--- config.mk ---
export PLATFORM = sky130hd
export DESIGN_NAME = button_click_hold_detector_unit
export DESIGN_NICKNAME = d
export VERILOG_FILES = /design/src/hw/rtl/bchd_pkg.sv /design/src/hw/rtl/bchd_cell.sv /design/src/hw/rtl/button_click_hold_detector_unit.sv
export VERILOG_INCLUDE_DIRS = /design/src /design/src/hw/rtl
export SDC_FILE = /design/constraint.sdc
export NUM_CORES = 1
export LEC_CHECK = 0
export BUFFER_PORTS_ARGS = -buffer_cell sky130_fd_sc_hd__buf_2
export CAP_MARGIN = 30
export CORE_AREA = 10 10 275 277
export CTS_CLUSTER_DIAMETER = 200
export DETAILED_ROUTE_END_ITERATION = 6
export DIE_AREA = 0 0 285 287
export GPL_ROUTABILITY_DRIVEN = 0
export PLACE_DENSITY_LB_ADDON = 0.08
export SYNTH_ARGS = -nofsm -noshare
export SYNTH_HDL_FRONTEND = slang
export SYNTH_SLANG_ARGS = --single-unit
--- constraint.sdc ---
create_clock -name clk -period 7.8 [get_ports clk]
set_clock_uncertainty 0.2 [all_clocks]
set_input_delay 0.78 -clock clk [delete_from_list [all_inputs] [get_ports clk]]
set_output_delay 0.78 -clock clk [all_outputs]
set_load 0.1 [all_outputs]
--- src/hw/rtl/button_click_hold_detector_unit_assert.svh ---
// Assertion macros for the button click and hold detector.
// Both macros sample on clk and are disabled while arst_n is low.
`ifndef BUTTON_CLICK_HOLD_DETECTOR_UNIT_ASSERT_SVH
`define BUTTON_CLICK_HOLD_DETECTOR_UNIT_ASSERT_SVH
`ifndef SYNTHESIS
`define BCHD_ASSERT_SAME(label, pre, post) \
	label: assert property (@(posedge clk) disable iff (!arst_n) (pre) |-> (post)) \
		else $error("same-cycle check failed");
`define BCHD_ASSERT_NEXT(label, pre, post) \
	label: assert property (@(posedge clk) disable iff (!arst_n) (pre) |=> (post)) \
		else $error("next-cycle check failed");
`else
`define BCHD_ASSERT_SAME(label, pre, post)
`define BCHD_ASSERT_NEXT(label, pre, post)
`endif
`endif

--- src/hw/rtl/bchd_pkg.sv ---
`timescale 1ns / 1ps

package bchd_pkg;

	localparam int BUTTONS_DEF = 5;
	localparam int FIELD_W = 5;
	localparam int TIME_W = 32;
	localparam int CFG_W = 16;
	localparam int CFG_IDX_W = 2;

	localparam logic [CFG_IDX_W-1:0] CFG_DEBOUNCE = 2'd0;
	localparam logic [CFG_IDX_W-1:0] CFG_HOLD = 2'd1;
	localparam logic [CFG_IDX_W-1:0] CFG_DOUBLE = 2'd2;
	localparam logic [CFG_IDX_W-1:0] CFG_REPEAT = 2'd3;

	localparam logic [CFG_W-1:0] DEBOUNCE_RST = 16'd40;
	localparam logic [CFG_W-1:0] HOLD_RST = 16'd500;
	localparam logic [CFG_W-1:0] DOUBLE_RST = 16'd250;
	localparam logic [CFG_W-1:0] REPEAT_RST = 16'd100;

	typedef enum logic [2:0] {
		PH_IDLE,
		PH_DEB_PRESS,
		PH_PRESSED,
		PH_DEB_RELEASE,
		PH_WAIT_DOUBLE
	} phase_t;

	typedef struct packed {
		logic [CFG_W-1:0] debounce_time;
		logic [CFG_W-1:0] hold_time;
		logic [CFG_W-1:0] double_click_window;
		logic [CFG_W-1:0] repeat_period;
	} cfg_t;

	typedef struct packed {
		logic [TIME_W-1:0]  now_ms;
		logic [FIELD_W-1:0] pressed;
		logic [FIELD_W-1:0] hold;
		logic [FIELD_W-1:0] click;
		logic [FIELD_W-1:0] dbl;
	} item_t;

endpackage

--- src/hw/rtl/bchd_cell.sv ---
`timescale 1ns / 1ps

module bchd_cell #(
	parameter int IDX = 0
) (
	input  logic            clk,
	input  logic            arst_n,
	input  bchd_pkg::cfg_t  cfg,
	input  logic            up_valid,
	input  bchd_pkg::item_t up_item,
	output logic            up_ready,
	output logic            dn_valid,
	output bchd_pkg::item_t dn_item,
	input  logic            dn_ready
);

	bchd_pkg::phase_t phase_q, phase_d;
	logic [bchd_pkg::TIME_W-1:0] phase_start_q, phase_start_d;
	logic [bchd_pkg::TIME_W-1:0] repeat_start_q, repeat_start_d;
	logic hold_seen_q, hold_seen_d;
	logic valid_s1;
	bchd_pkg::item_t item_s1, item_d;
	logic take, pr;
	logic ev_hold, ev_click, ev_dbl;
	logic [bchd_pkg::TIME_W-1:0] el_phase, el_repeat;
	logic exp_deb, exp_hold, exp_win, exp_rep;
	logic [bchd_pkg::FIELD_W-1:0] sel;

	assign up_ready = !valid_s1 || dn_ready;
	assign take = up_valid && up_ready;
	assign dn_valid = valid_s1;
	assign dn_item = item_s1;

	assign sel = bchd_pkg::FIELD_W'(1) << IDX;
	assign pr = |(up_item.pressed & sel);

	assign el_phase = up_item.now_ms - phase_start_q;
	assign el_repeat = up_item.now_ms - repeat_start_q;
	assign exp_deb = el_phase >= {16'd0, cfg.debounce_time};
	assign exp_hold = el_phase >= {16'd0, cfg.hold_time};
	assign exp_win = el_phase >= {16'd0, cfg.double_click_window};
	assign exp_rep = el_repeat >= {16'd0, cfg.repeat_period};

	always_comb begin
		phase_d = phase_q;
		unique case (phase_q)
			bchd_pkg::PH_DEB_PRESS: begin
				if (!pr) begin
					phase_d = bchd_pkg::PH_IDLE;
				end else if (exp_deb) begin
					phase_d = bchd_pkg::PH_PRESSED;
				end
			end
			bchd_pkg::PH_PRESSED: begin
				if (!pr) begin
					phase_d = bchd_pkg::PH_DEB_RELEASE;
				end
			end
			bchd_pkg::PH_DEB_RELEASE: begin
				if (pr) begin
					phase_d = bchd_pkg::PH_PRESSED;
				end else if (exp_deb) begin
					phase_d = hold_seen_q ? bchd_pkg::PH_IDLE : bchd_pkg::PH_WAIT_DOUBLE;
				end
			end
			bchd_pkg::PH_WAIT_DOUBLE: begin
				if (pr || exp_win) begin
					phase_d = bchd_pkg::PH_IDLE;
				end
			end
			default: begin
				phase_d = pr ? bchd_pkg::PH_DEB_PRESS : bchd_pkg::PH_IDLE;
			end
		endcase
	end

	always_comb begin
		phase_start_d = phase_start_q;
		repeat_start_d = repeat_start_q;
		hold_seen_d = hold_seen_q;
		ev_hold = 1'b0;
		ev_click = 1'b0;
		ev_dbl = 1'b0;
		unique case (phase_q)
			bchd_pkg::PH_DEB_PRESS: begin
				if (pr && exp_deb) begin
					phase_start_d = up_item.now_ms;
					hold_seen_d = 1'b0;
				end
			end
			bchd_pkg::PH_PRESSED: begin
				if (!pr) begin
					phase_start_d = up_item.now_ms;
				end else if (!hold_seen_q) begin
					if (exp_hold) begin
						hold_seen_d = 1'b1;
						repeat_start_d = up_item.now_ms;
						ev_hold = 1'b1;
					end
				end else if (exp_rep) begin
					repeat_start_d = up_item.now_ms;
					ev_hold = 1'b1;
				end
			end
			bchd_pkg::PH_DEB_RELEASE: begin
				if (!pr && exp_deb && !hold_seen_q) begin
					phase_start_d = up_item.now_ms;
				end
			end
			bchd_pkg::PH_WAIT_DOUBLE: begin
				if (pr) begin
					phase_start_d = up_item.now_ms;
					ev_dbl = 1'b1;
				end else if (exp_win) begin
					ev_click = 1'b1;
				end
			end
			default: begin
				if (pr) begin
					phase_start_d = up_item.now_ms;
				end
			end
		endcase
	end

	always_comb begin
		item_d = up_item;
		item_d.hold = up_item.hold | ({bchd_pkg::FIELD_W{ev_hold}} & sel);
		item_d.click = up_item.click | ({bchd_pkg::FIELD_W{ev_click}} & sel);
		item_d.dbl = up_item.dbl | ({bchd_pkg::FIELD_W{ev_dbl}} & sel);
	end

	always_ff @(posedge clk or negedge arst_n) begin
		if (!arst_n) begin
			phase_q <= bchd_pkg::PH_IDLE;
			hold_seen_q <= 1'b0;
			valid_s1 <= 1'b0;
		end else begin
			if (take) begin
				phase_q <= phase_d;
				hold_seen_q <= hold_seen_d;
			end
			if (up_ready) begin
				valid_s1 <= up_valid;
			end
		end
	end

	always_ff @(posedge clk) begin
		if (take) begin
			phase_start_q <= phase_start_d;
			repeat_start_q <= repeat_start_d;
			item_s1 <= item_d;
		end
	end

endmodule

--- src/hw/rtl/button_click_hold_detector_unit.sv ---
`timescale 1ns / 1ps
// Button click, double click and hold detector.
// Each poll item carries now_ms, a free-running millisecond count, and
// pressed_mask with one bit per button. A poll is taken at a clock edge with
// poll_valid high and poll_stall low. Every poll yields exactly one result
// item with hold_mask, click_mask and double_mask, taken at an edge with
// result_valid high and result_stall low.
// The poll walks a row of cells, one per button, and each cell updates its
// button's machine and sets that button's event bits as the item passes.
// The item passes each cell's stage register in turn. A new poll can be taken
// every cycle while poll_stall is low, and polls keep entering while a finished
// result waits; when the receiver stalls, the row fills up and poll_stall rises
// once the first cell's stage is held. Reset puts every button in idle, empties
// the row and loads the timing registers with 40, 500, 250 and 100 ms. Timing
// registers must be written through cfg_wen, cfg_index and cfg_data while no
// poll is in flight; the user must keep to this, as the block does no check.

module button_click_hold_detector_unit #(
	parameter int BUTTONS = bchd_pkg::BUTTONS_DEF
) (
	input  logic                           clk,
	input  logic                           arst_n,
	input  logic                           poll_valid,
	output logic                           poll_stall,
	input  logic [bchd_pkg::TIME_W-1:0]    now_ms,
	input  logic [bchd_pkg::FIELD_W-1:0]   pressed_mask,
	output logic                           result_valid,
	input  logic                           result_stall,
	output logic [bchd_pkg::FIELD_W-1:0]   hold_mask,
	output logic [bchd_pkg::FIELD_W-1:0]   click_mask,
	output logic [bchd_pkg::FIELD_W-1:0]   double_mask,
	input  logic                           cfg_wen,
	input  logic [bchd_pkg::CFG_IDX_W-1:0] cfg_index,
	input  logic [bchd_pkg::CFG_W-1:0]     cfg_data
);

	bchd_pkg::cfg_t cfg_q;
	logic link_valid [BUTTONS+1];
	logic link_ready [BUTTONS+1];
	bchd_pkg::item_t link_item [BUTTONS+1];

	always_ff @(posedge clk or negedge arst_n) begin
		if (!arst_n) begin
			cfg_q.debounce_time <= bchd_pkg::DEBOUNCE_RST;
			cfg_q.hold_time <= bchd_pkg::HOLD_RST;
			cfg_q.double_click_window <= bchd_pkg::DOUBLE_RST;
			cfg_q.repeat_period <= bchd_pkg::REPEAT_RST;
		end else if (cfg_wen) begin
			unique case (cfg_index)
				bchd_pkg::CFG_DEBOUNCE: cfg_q.debounce_time <= cfg_data;
				bchd_pkg::CFG_HOLD: cfg_q.hold_time <= cfg_data;
				bchd_pkg::CFG_DOUBLE: cfg_q.double_click_window <= cfg_data;
				bchd_pkg::CFG_REPEAT: cfg_q.repeat_period <= cfg_data;
			endcase
		end
	end

	assign link_valid[0] = poll_valid;
	assign link_item[0].now_ms = now_ms;
	assign link_item[0].pressed = pressed_mask;
	assign link_item[0].hold = '0;
	assign link_item[0].click = '0;
	assign link_item[0].dbl = '0;
	assign poll_stall = !link_ready[0];

	for (genvar k = 0; k < BUTTONS; k++) begin : g_cell
		bchd_cell #(
			.IDX(k)
		) u_cell (
			.clk      (clk),
			.arst_n   (arst_n),
			.cfg      (cfg_q),
			.up_valid (link_valid[k]),
			.up_item  (link_item[k]),
			.up_ready (link_ready[k]),
			.dn_valid (link_valid[k+1]),
			.dn_item  (link_item[k+1]),
			.dn_ready (link_ready[k+1])
		);
	end

	assign link_ready[BUTTONS] = !result_stall;
	assign result_valid = link_valid[BUTTONS];
	assign hold_mask = link_item[BUTTONS].hold;
	assign click_mask = link_item[BUTTONS].click;
	assign double_mask = link_item[BUTTONS].dbl;

`include "button_click_hold_detector_unit_assert.svh"

	`BCHD_ASSERT_SAME(a_one_event, result_valid, ((hold_mask & click_mask) | (hold_mask & double_mask) | (click_mask & double_mask)) == '0)
	`BCHD_ASSERT_SAME(a_stall_full, poll_stall, link_valid[1])
	`BCHD_ASSERT_NEXT(a_cfg_hold, cfg_wen && cfg_index == bchd_pkg::CFG_HOLD, cfg_q.hold_time == $past(cfg_data))

endmodule
### Word-level counts from Yosys, hierarchy flattened

Cells that the tools add are included.

* add/subtract/negate cells: 10
* multiply operators: 0
* div/mod/pow operators: 0
* $lt $le $gt $ge: 20
* equality and inequality tests: 63
* shifts and indexed selects: 0
* mux-type cells: 150
* bitwise gates (word level): 13
* reduce and logical (&&, ||, !) cells: 89

Operators by type and width (number)
* 32-bit 2-to-1 mux: 35
* 32-bit by 16-bit greater-or-equal comparator with 1-bit output: 20
* 32-bit one-hot mux with 3 select lines: 5
* 32-bit subtractor: 10
* 3-bit 2-to-1 mux: 35
* 5-bit AND reduction: 15
* 1-bit 2-to-1 mux: 65
* 3-bit one-hot mux with 4 select lines: 5
* 3-bit by 2-bit == test with 1-bit output, second input constant: 10
* 2-bit by 1-bit inequality test with 1-bit output, second input constant: 15
* 2-bit inequality test, second input constant: 15
* 3-bit by 2-bit inequality test with 1-bit output, second input constant: 10
* 1-bit logical AND: 20
* 4-bit AND reduction: 5
* 2-bit nonzero test: 10
* 4-bit nonzero test: 5
* 1-bit zero test: 17
* 3-bit by 1-bit == test with 1-bit output, second input constant: 5
* 3-bit == test, second input constant: 5
* 5-bit by 3-bit OR with 5-bit output: 3
* 5-bit by 4-bit OR with 5-bit output: 3
* 5-bit OR: 3
* 1-bit logical OR: 10
* 1-bit one-hot mux with 2 select lines: 5
* 7 further kinds: 14

* register bits: 620
* latch bits: 0
* RAM bits: 0
* bits in read-only memories: 0
* bits of input ports: 60
* output and inout bits: 17
* logic and storage cells: 397
* memories kept: 0

### Logic depth before layout (Yosys ltp)

Gate-level depths: netlist (run 1).

* depth after elaboration: 8
* gate-level depth with buffers: 25
* gate-level depth less buffers: 25

### Hierarchy

A second synthesis (run 1) with hierarchy kept.

* cells, all modules: 5077
* area, all modules: 49646.4 um^2

Modules (own cells, without submodules)
* bchd_cell (g_cell[2].u_cell): instances 1, cells an instance 1003, area an instance 9574.2 um^2, sequential area each 3608.5 um^2
* bchd_cell (g_cell[0].u_cell): instances 1, cells an instance 1006, area an instance 9555.4 um^2, sequential area each 3608.5 um^2
* bchd_cell (g_cell[1].u_cell): instances 1, cells an instance 989, area an instance 9462.8 um^2, sequential area each 3608.5 um^2
* bchd_cell (g_cell[3].u_cell): instances 1, cells an instance 977, area an instance 9402.8 um^2, sequential area each 3608.5 um^2
* bchd_cell (g_cell[4].u_cell): instances 1, cells an instance 963, area an instance 9207.6 um^2, sequential area each 3608.5 um^2
* button_click_hold_detector_unit: instances 1, cells an instance 139, area an instance 2443.6 um^2, sequential area each 1622.8 um^2

### Worst setup path after synthesis (run 1)

OpenSTA, ideal clock, no wires.

* path type: input-to-reg
* start: input now_ms[1] (netlist bit)
* end: register g_cell[0].u_cell.phase_start_q[0] (netlist bit) (enable)
* arrival time: 5889 ps
* setup slack: 1241 ps
* cell stages on the path: 19
* cell sequence: ha_1 > nor2b_1 > o31a_1 > o21ai_0 > nand2b_1 > nand2_1 > nand2b_1 > a21o_1 > a311oi_1 > nor2_1 > ha_1 > a21o_1 > a21o_1 > a21oi_1 > o31ai_1 > o21ai_0 > o21ai_0 > nor2_1 > a211oi_1

* word-level cells in the longest chain between the ends: 6
* elaborated cells on any way between the ends: 8

Ends and longest elaborated chain
* from (decl): line button_click_hold_detector_unit.sv:25 `input logic [bchd_pkg::TIME_W-1:0] now_ms,`
* 32-bit subtractor *: line bchd_cell.sv:37 `assign el_phase = up_item.now_ms - phase_start_q;`
* 32-bit by 16-bit greater-or-equal comparator with 1-bit output *: line bchd_cell.sv:39 `assign exp_deb = el_phase >= {16'd0, cfg.debounce_time};`
* 1-bit logical AND (2 in series): line bchd_cell.sv:106 `if (!pr && exp_deb && !hold_seen_q) begin`
* 2-bit by 1-bit inequality test with 1-bit output (no line)
* 5-bit AND reduction (no line) *
* to (signal assigned): line bchd_cell.sv:151 `phase_start_q <= phase_start_d;`
* to (decl): line bchd_cell.sv:18 `logic [bchd_pkg::TIME_W-1:0] phase_start_q, phase_start_d;`

Mark *: on every way between the ends. The rest lies on a longest branch, timed or not.
A chain may end at the register's enable or synchronous reset.

### Final worst setup path (run 1)

* start: register g_cell[2].u_cell.item_s1 (netlist bit g_cell[2].u_cell.dn_item[20])
* end: register g_cell[3].u_cell.repeat_start_q[7] (netlist bit) (enable)

* word-level cells in the longest chain between the ends: 4
* elaborated cells on any way between the ends: 7

Ends and longest elaborated chain
* from (decl): line bchd_cell.sv:22 `bchd_pkg::item_t item_s1, item_d;`
* from (signal assigned): line bchd_cell.sv:153 `item_s1 <= item_d;`
* 32-bit subtractor (on tied branches): line bchd_cell.sv:38, bchd_cell.sv:37
* 32-bit by 16-bit greater-or-equal comparator with 1-bit output (on tied branches): line bchd_cell.sv:42, bchd_cell.sv:40
* 2-bit inequality test (no line) or 2-bit nonzero test (tied branches)
* 5-bit AND reduction (no line) *
* to (signal assigned): line bchd_cell.sv:152 `repeat_start_q <= repeat_start_d;`
* to (decl): line bchd_cell.sv:19 `logic [bchd_pkg::TIME_W-1:0] repeat_start_q, repeat_start_d;`

Marks and branches as above.

==> results of run 1 <==
[cells in the final DEF, fill, tap and decap left out, types with 29 or more instances in the layout]
master     count
dfrtp_1       72
a31oi_1       35
clkbuf_16     73
xnor2_1      125
o211ai_1      35
nand3_1       90
mux2_2        55
nor3_1        72
ha_1         630
nand2b_1      77
xor2_1        84
a211oi_1      61
inv_1        476
mux2i_1       29
nand4_1       74
or3_1         30
nor2b_1       54
buf_2         76
o21bai_1      36
a21oi_1      372
nor4_1        35
nand2_1      308
o21a_1        79
nor2_1       242
and3_1        34
a21o_1       204
o21ai_0      266
edfxtp_1     503
[kinds of logic after synthesis]
logic type / count (synthesis) / synth area share (%)
AOI/OAI and AO/OA: 1376 / 20.1
and+or+nand+nor: 1120 / 12.3
adders and majority gates: 640 / 18.0
DFF: 592 / 38.6
buffers and inverters: 572 / 4.81
xor gates and xnor gates: 209 / 4.07
muxes: 86 / 2.07
[flip-flops by register name (all words and copies together), names as in the netlist]
name	count
g_cell.u_cell.hold_seen_q	5
g_cell.u_cell.dn_valid	5
g_cell.u_cell.dn_item	183
g_cell.u_cell.phase_q	15
cfg_q	64
g_cell.u_cell.repeat_start_q	160
g_cell.u_cell.phase_start_q	160
[power by group through the flow]
stage	Sequential, mW	Combinational [mW]	Clock, mW
floorplan	4.44	5.15	0
global placement	4.50	6.92	0
detailed placement	4.52	7.12	0
CTS	4.46	7.19	3.46
global route	4.52	8.09	3.58
finish	4.47	7.35	3.41
[layout make-up]
type | count | area, µm² | share of cell area [%]
Clock buffer | 85 | 1930 | 3.96
Inverter | 480 | 1800 | 3.69
Clock inverter | 42 | 457 | 0.935
Tap cell | 940 | 1180 | 2.41
Sequential cell | 592 | 17400 | 35.5
Antenna cell | 5 | 12.5 | 0.0256
Multi-Input combinational cell | 3431 | 25500 | 52.3
Timing Repair Buffer | 97 | 578 | 1.18
[worst max path at each step]
stage,to,slack (ns),depth (start not counted)
floorplan,g_cell[0].u_cell.phase_start_q[0]$_DFFE_PP_,1.24,19
global placement,g_cell[3].u_cell.repeat_start_q[0]$_DFFE_PP_,2.00,22
detailed placement,g_cell[3].u_cell.repeat_start_q[0]$_DFFE_PP_,1.85,22
CTS,g_cell[3].u_cell.repeat_start_q[7]$_DFFE_PP_,1.82,22
global route,g_cell[4].u_cell.repeat_start_q[7]$_DFFE_PP_,1.23,24
finish,g_cell[3].u_cell.repeat_start_q[7]$_DFFE_PP_,1.70,22
[Yosys cell counts (all sizes together), types with 11 or more instances]
cell / instances / area share [%]
a2111oi: 26 / 0.54
a211o: 14 / 0.27
a211oi: 63 / 1.1
a21boi: 15 / 0.25
a21o: 204 / 3.4
a21oi: 373 / 4.2
a221oi: 14 / 0.29
a31oi: 36 / 0.51
and2: 25 / 0.35
and3: 34 / 0.47
buf: 14 / 0.15
clkbuf: 78 / 0.65
dfrtp: 72 / 4.0
dfstp: 17 / 0.99
edfxtp: 503 / 34
ha: 630 / 18
inv: 480 / 4.0
mux2: 57 / 1.4
mux2i: 29 / 0.65
nand2: 309 / 2.6
nand2b: 77 / 1.1
nand3: 90 / 1.0
nand3b: 11 / 0.18
nand4: 74 / 1.0
nor2: 244 / 2.0
nor2b: 55 / 0.77
nor3: 75 / 0.83
nor3b: 11 / 0.18
nor4: 35 / 0.49
o2111ai: 24 / 0.47
o211ai: 35 / 0.58
o21a: 80 / 1.3
o21ai: 275 / 3.1
o21bai: 36 / 0.60
o221ai: 13 / 0.27
o22ai: 14 / 0.19
o31a: 20 / 0.39
o31ai: 20 / 0.35
or2: 13 / 0.18
or3: 30 / 0.42
xnor2: 125 / 2.4
xor2: 84 / 1.6
[worst max-delay path, cell delays in order (launching register included)]
cell	delay, ns
edfxtp_1	0.43
inv_1	0.10
ha_1	0.17
inv_1	0.06
fa_1	0.39
a21o_1	0.21
a311o_1	0.36
a21oi_1	0.53
o31ai_1	0.28
a21o_1	0.22
a21oi_1	0.17
xnor2_1	0.15
ha_1	0.27
nor2b_1	0.13
o21ai_0	0.22
o2111ai_1	0.15
a2111oi_0	0.35
o211ai_1	0.15
a2111oi_0	0.33
nand4_1	0.14
nor4_1	0.40
nor3_2	0.07
buf_4	0.28
[metal layers]
metal	wire length, µm	global-route usage [%]	share of wire [%]
met3	9170	4.43	7.2
met4	7880	17.7	6.2
met1	50600	36.7	40
met5	48	0	0.038
met2	58900	50.0	47
[stage by stage]
step / setup WS, ns / instances / util [%]
6_report: 1.70 / 5672 / 70.0
5_1_grt: 1.23 / 5667 / 70.0
4_1_cts: 1.82 / 5666 / 70.0
3_3_place_gp: 2.00 / 5533 / 66.4
3_5_place_dp: 1.85 / 5538 / 66.5
2_1_floorplan: 1.24 / 4595 / -
==> impl_metrics.py, run 1 <==
metrics = {
    "sta": {
        "drv_slew": 0,
        "hold_ws_ns": 0.133,
        "hold_viol": 0,
        "relSlewSlack_pct": 30.2,
        "period_share_pct": 78.3,
        "setup_viol_count_final": 0,
        "tns_ns": 0,
        "period_needed_ns": 6.10,
        "clock.fmax_mhz": 164,
        "rsz0062_at_grt": "no",
        "worst_slew_pin_slew_ns": 1.03,
    },
    "clocking": {
        "cts.sinks": 592,
        "clockBufferDepth": 3,
        "cts_max_level": 3,
        "cts_root_buf": "clkbuf_16",
        "post-cts-setup-buffers": 0,
        "post_cts_resized": 0,
        "clk_pin_slew_ns": 0.06,
        "cts_tree": "built",
        "clock_latency_ns": 0.63,
        "numCtsBuffers": 69,
        "holdBufCountCts": 1,
    },
    "layout": {
        "nNetsFinal": 5371,
        "final_area_mm2": 0.0488,
        "n_fill_cell": 5347,
        "areaGrowthSynthToFinish_pct": 8.59,
        "drive_gt1_share_pct": 7.21,
    },
    "pwr": {
        "power_frac_seq_pct": 29.3,
        "p_leak_nw": 21.4,
        "p_int_mw": 8.93,
        "finalPower_mw": 15.2,
        "combinationalPowerShare_pct": 48.3,
        "sw_frac_of_total_pct": 41.4,
        "vdd.ir_drop.worst_mv": 0.220,
        "p_sw_mw": 6.31,
        "clkPwrFrac_pct": 22.4,
        "powerDensity_mw_per_mm2": 312,
    },
    "setup_path": {
        "worstReg2RegStart": "g_cell[2].u_cell.dn_item[20]$_DFFE_PP_",
        "r2r_setup_slack_ns": 1.70,
        "crit_start": "g_cell[2].u_cell.dn_item[20]$_DFFE_PP_",
        "cp-start-kind": "register",
        "timing.rr.end": "g_cell[3].u_cell.repeat_start_q[7]$_DFFE_PP_",
        "crit_fanout": 32,
        "required_ns": 7.91,
        "crit_path_end_kind": "register",
        "crit_type": "reg -> reg",
        "arrival_ns": 6.22,
        "reg2regPathDepth": 22,
    },
    "yosys": {
        "synth.distinct_cells": 97,
        "synth-seq-area-share_pct": 38.6,
        "avgSynthCellArea_um2": 9.79,
        "syn_area_mm2": 0.0450,
        "syn-num-nets": 5295,
        "synth_edf_count": 503,
        "dominantRegCellSynth": "edfxtp_1",
        "yosys_warnings": 0,
        "ys_ff_latch": 592,
        "synth-async-reset-ratio_pct": 15.0,
        "syn_inst": 4595,
    },
    "placement": {
        "io_buffers": 76,
        "dp_hpwl_um": 98400,
        "dpl_cell_area_mm2": 0.0464,
    },
    "global_routing": {
        "grt-ovfl-total": 0,
        "first_global_vias": 35062,
        "grt_pass1_wl_um": 194000,
        "grt_max_degree": 52,
        "grt.total_usage_pct": 30.0,
        "antenna_found_initial": 9,
    },
    "drt": {
        "drt-initial-drc-count": 3186,
        "routedWlPerCell_um": 22.3,
        "vias": 36588,
        "route.detailed.drc": 0,
        "wl_um": 127000,
        "via_per_inst": 6.45,
        "ant_nets": 0,
        "firstDrtPassIters": 6,
    },
    "die": {
        "core_mm2": 0.0698,
        "fp-row-count": 97,
        "die_x_um": 285,
        "pin_count": 77,
        "initial_core_util_pct": 64.4,
        "die_y_um": 287,
        "die_area_mm2": 0.0818,
    },
    "flow_run": {
        "drv_cap": 0,
    },
    "worst_hold_path": {
        "hp-class": "in -> reg",
        "hold_start": "pressed_mask[2]",
        "hold_end": "g_cell[0].u_cell.dn_item[17]$_DFFE_PP_",
        "hold_depth": 1,
    },
    "outcome": {
        "status": "completed",
    },
}
Note: power is estimated with default switching activity, not from simulation.
==> run 2, diff against run 1 <==
Settings changed: CORE_AREA 10 10 275 277 to 10 10 288 290, DIE_AREA 0 0 285 287 to 0 0 298 300.
Clock period 7.8 ns to 5.3 ns, I/O delays scaled along.
==> impl_metrics.py, run 2 (same netlist as run 1, synthesis figures left out) <==
metrics = {
    "outcome": {
        "status": "completed",
    },
    "drt": {
        "wl_met3_um": 7040,
        "route.detailed.drc": 0,
        "routedWlPerCell_um": 21.3,
        "ant_nets": 0,
        "wl_um": 128000,
        "vias": 36972,
        "wl_met1_um": 53100,
        "dr.max_layer_used": "met4",
        "drt-initial-drc-count": 2687,
        "detailroute.wirelength.met2_um": 60900,
        "firstDrtPassIters": 7,
        "via_per_inst": 6.15,
    },
    "pwr": {
        "powerDensity_mw_per_mm2": 445,
        "p_leak_nw": 22.6,
        "finalPower_mw": 22.8,
        "vdd.ir_drop.worst_mv": 0.297,
    },
    "sta": {
        "setup_slack_ns": 0.110,
        "drv_slew": 0,
        "worst_slew_pin_slew_ns": 0.993,
        "hold_viol": 0,
        "rsz0062_at_grt": "yes",
        "tns_ns": 0,
        "clock.fmax_mhz": 193,
        "period_needed_ns": 5.19,
        "setup_viol_count_final": 0,
        "relSlewSlack_pct": 33.6,
        "period_share_pct": 97.9,
    },
    "layout": {
        "n_fill_cell": 6246,
        "largest_reg_flops": 183,
        "post-route-util_pct": 66.6,
        "mostFrequentLayoutCells": "626 x ha_1, 503 x edfxtp_1, 471 x inv_1",
        "areaGrowthSynthToFinish_pct": 14.1,
        "drive_gt1_share_pct": 11.7,
        "nNetsFinal": 5610,
        "layout_commonest_cell": "ha_1",
        "final_area_mm2": 0.0513,
    },
    "clocking": {
        "clock_latency_ns": 0.63,
        "clk_pin_slew_ns": 0.06,
        "cts.sinks": 592,
        "numCtsBuffers": 71,
        "cts_tree": "built",
        "cts_max_level": 3,
        "cts_root_buf": "clkbuf_16",
        "clockBufferDepth": 3,
    },
    "setup_path": {
        "cpMaxStageDelayCell": "edfxtp_1",
        "critPathBufInv": 2,
        "crit_fanout": 9,
        "arrival_ns": 5.37,
        "crit_path_max_incr_delay_ns": 0.44,
        "required_ns": 5.48,
        "crit_type": "reg -> reg",
        "crit_path_end_kind": "register",
        "path_cells": "ha_1, nor2b_1, o31a_1, o221a_2, o22ai_2, o21ai_1, a21o_1, a21oi_1, xnor2_1, ha_1, a21o_1, a22oi_1, nand2_1, a211o_1, nor4_2, o2111ai_1, nor4_1, buf_4, nand4_1, o32ai_4, nor2_4, clkbuf_16",
        "cp-start-kind": "register",
        "critPathTopFamily": "compound AO/OA/AOI/OAI gates",
        "r2r_setup_slack_ns": 0.11,
    },
    "global_routing": {
        "grt_max_degree": 51,
        "grt_pass1_wl_um": 196000,
        "grt.total_usage_pct": 27.5,
        "first_global_vias": 35929,
        "grt-ovfl-total": 0,
        "antenna_found_initial": 5,
    },
    "placement": {
        "place_ws_ns": -0.350,
        "dpl_cell_area_mm2": 0.0480,
        "dp_hpwl_um": 99900,
        "io_buffers": 76,
    },
    "die": {
        "die_area_mm2": 0.0894,
        "pin_count": 77,
        "core_mm2": 0.0771,
        "initial_core_util_pct": 58.3,
        "die_x_um": 298,
        "fp-row-count": 102,
        "die_y_um": 300,
    },
    "worst_hold_path": {
        "hp-class": "in -> reg",
    },
    "flow_run": {
        "drv_cap": 0,
    },
}
-- run 2: area by class of cell --
cell class / count / area [µm²] / share of cell area (%)
Tap cell: 1040 / 1300 / 2.54
Timing Repair Buffer: 334 / 2690 / 5.23
Antenna cell: 1 / 2.50 / 0.00488
Inverter: 480 / 1800 / 3.51
Clock buffer: 93 / 1970 / 3.85
Sequential cell: 592 / 17400 / 33.8
Clock inverter: 36 / 282 / 0.549
Multi-Input combinational cell: 3431 / 25900 / 50.5
-- run 2: what timing repair did --
item                       4_1_cts  5_1_grt
pin swaps                       10       42
buffers inserted                 3        8
hold buffers                    41        0
hold endpoints to repair       123        0
resized for setup               22       79
gates cloned                     1        6
setup endpoints to repair      125      198
-- run 2: metrics by stage --
| step | hold slack (ns) | std cells |
|---|---|---|
| global route | 0.0139 | 6006 |
| finish | 0.0222 | 6007 |
| CTS | 0.00225 | 5992 |
| floorplan | 0.0344 | 4595 |
| global placement | 0.203 | 5816 |
| detailed placement | 0.205 | 5818 |
-- run 2: power by group --
group	switching, mW	internal [mW]	leakage, nW
Sequential	0.510	6.01	5.78
Combinational	6.87	4.70	15.7
Clock	1.98	2.78	1.10
-- run 2: path summary, 6_finish.rpt --
kind	startpoint	to	cells after the start
worst max-delay path	g_cell[0].u_cell.dn_item[21]$_DFFE_PP_	g_cell[1].u_cell.repeat_start_q[19]$_DFFE_PP_	22
worst min-delay path	now_ms[23]	g_cell[0].u_cell.repeat_start_q[23]$_DFFE_PP_	1
worst max register to register	g_cell[0].u_cell.dn_item[21]$_DFFE_PP_	g_cell[1].u_cell.repeat_start_q[19]$_DFFE_PP_	22
worst min register to register	g_cell[2].u_cell.dn_item[11]$_DFFE_PP_	g_cell[3].u_cell.dn_item[11]$_DFFE_PP_	0
max in group asynchronous	arst_n	g_cell[1].u_cell.phase_q[1]$_DFFE_PN0P_	3
min in group asynchronous	arst_n	cfg_q[32]$_DFFE_PN0P_	2
-- run 2: layer usage --
layer  vias to the layer above  track usage (%)
li1                      17778                -
met1                     17693             34.2
met2                      1180             47.3
met3                       321             3.38
met4                         0             13.0
met5                         -                0
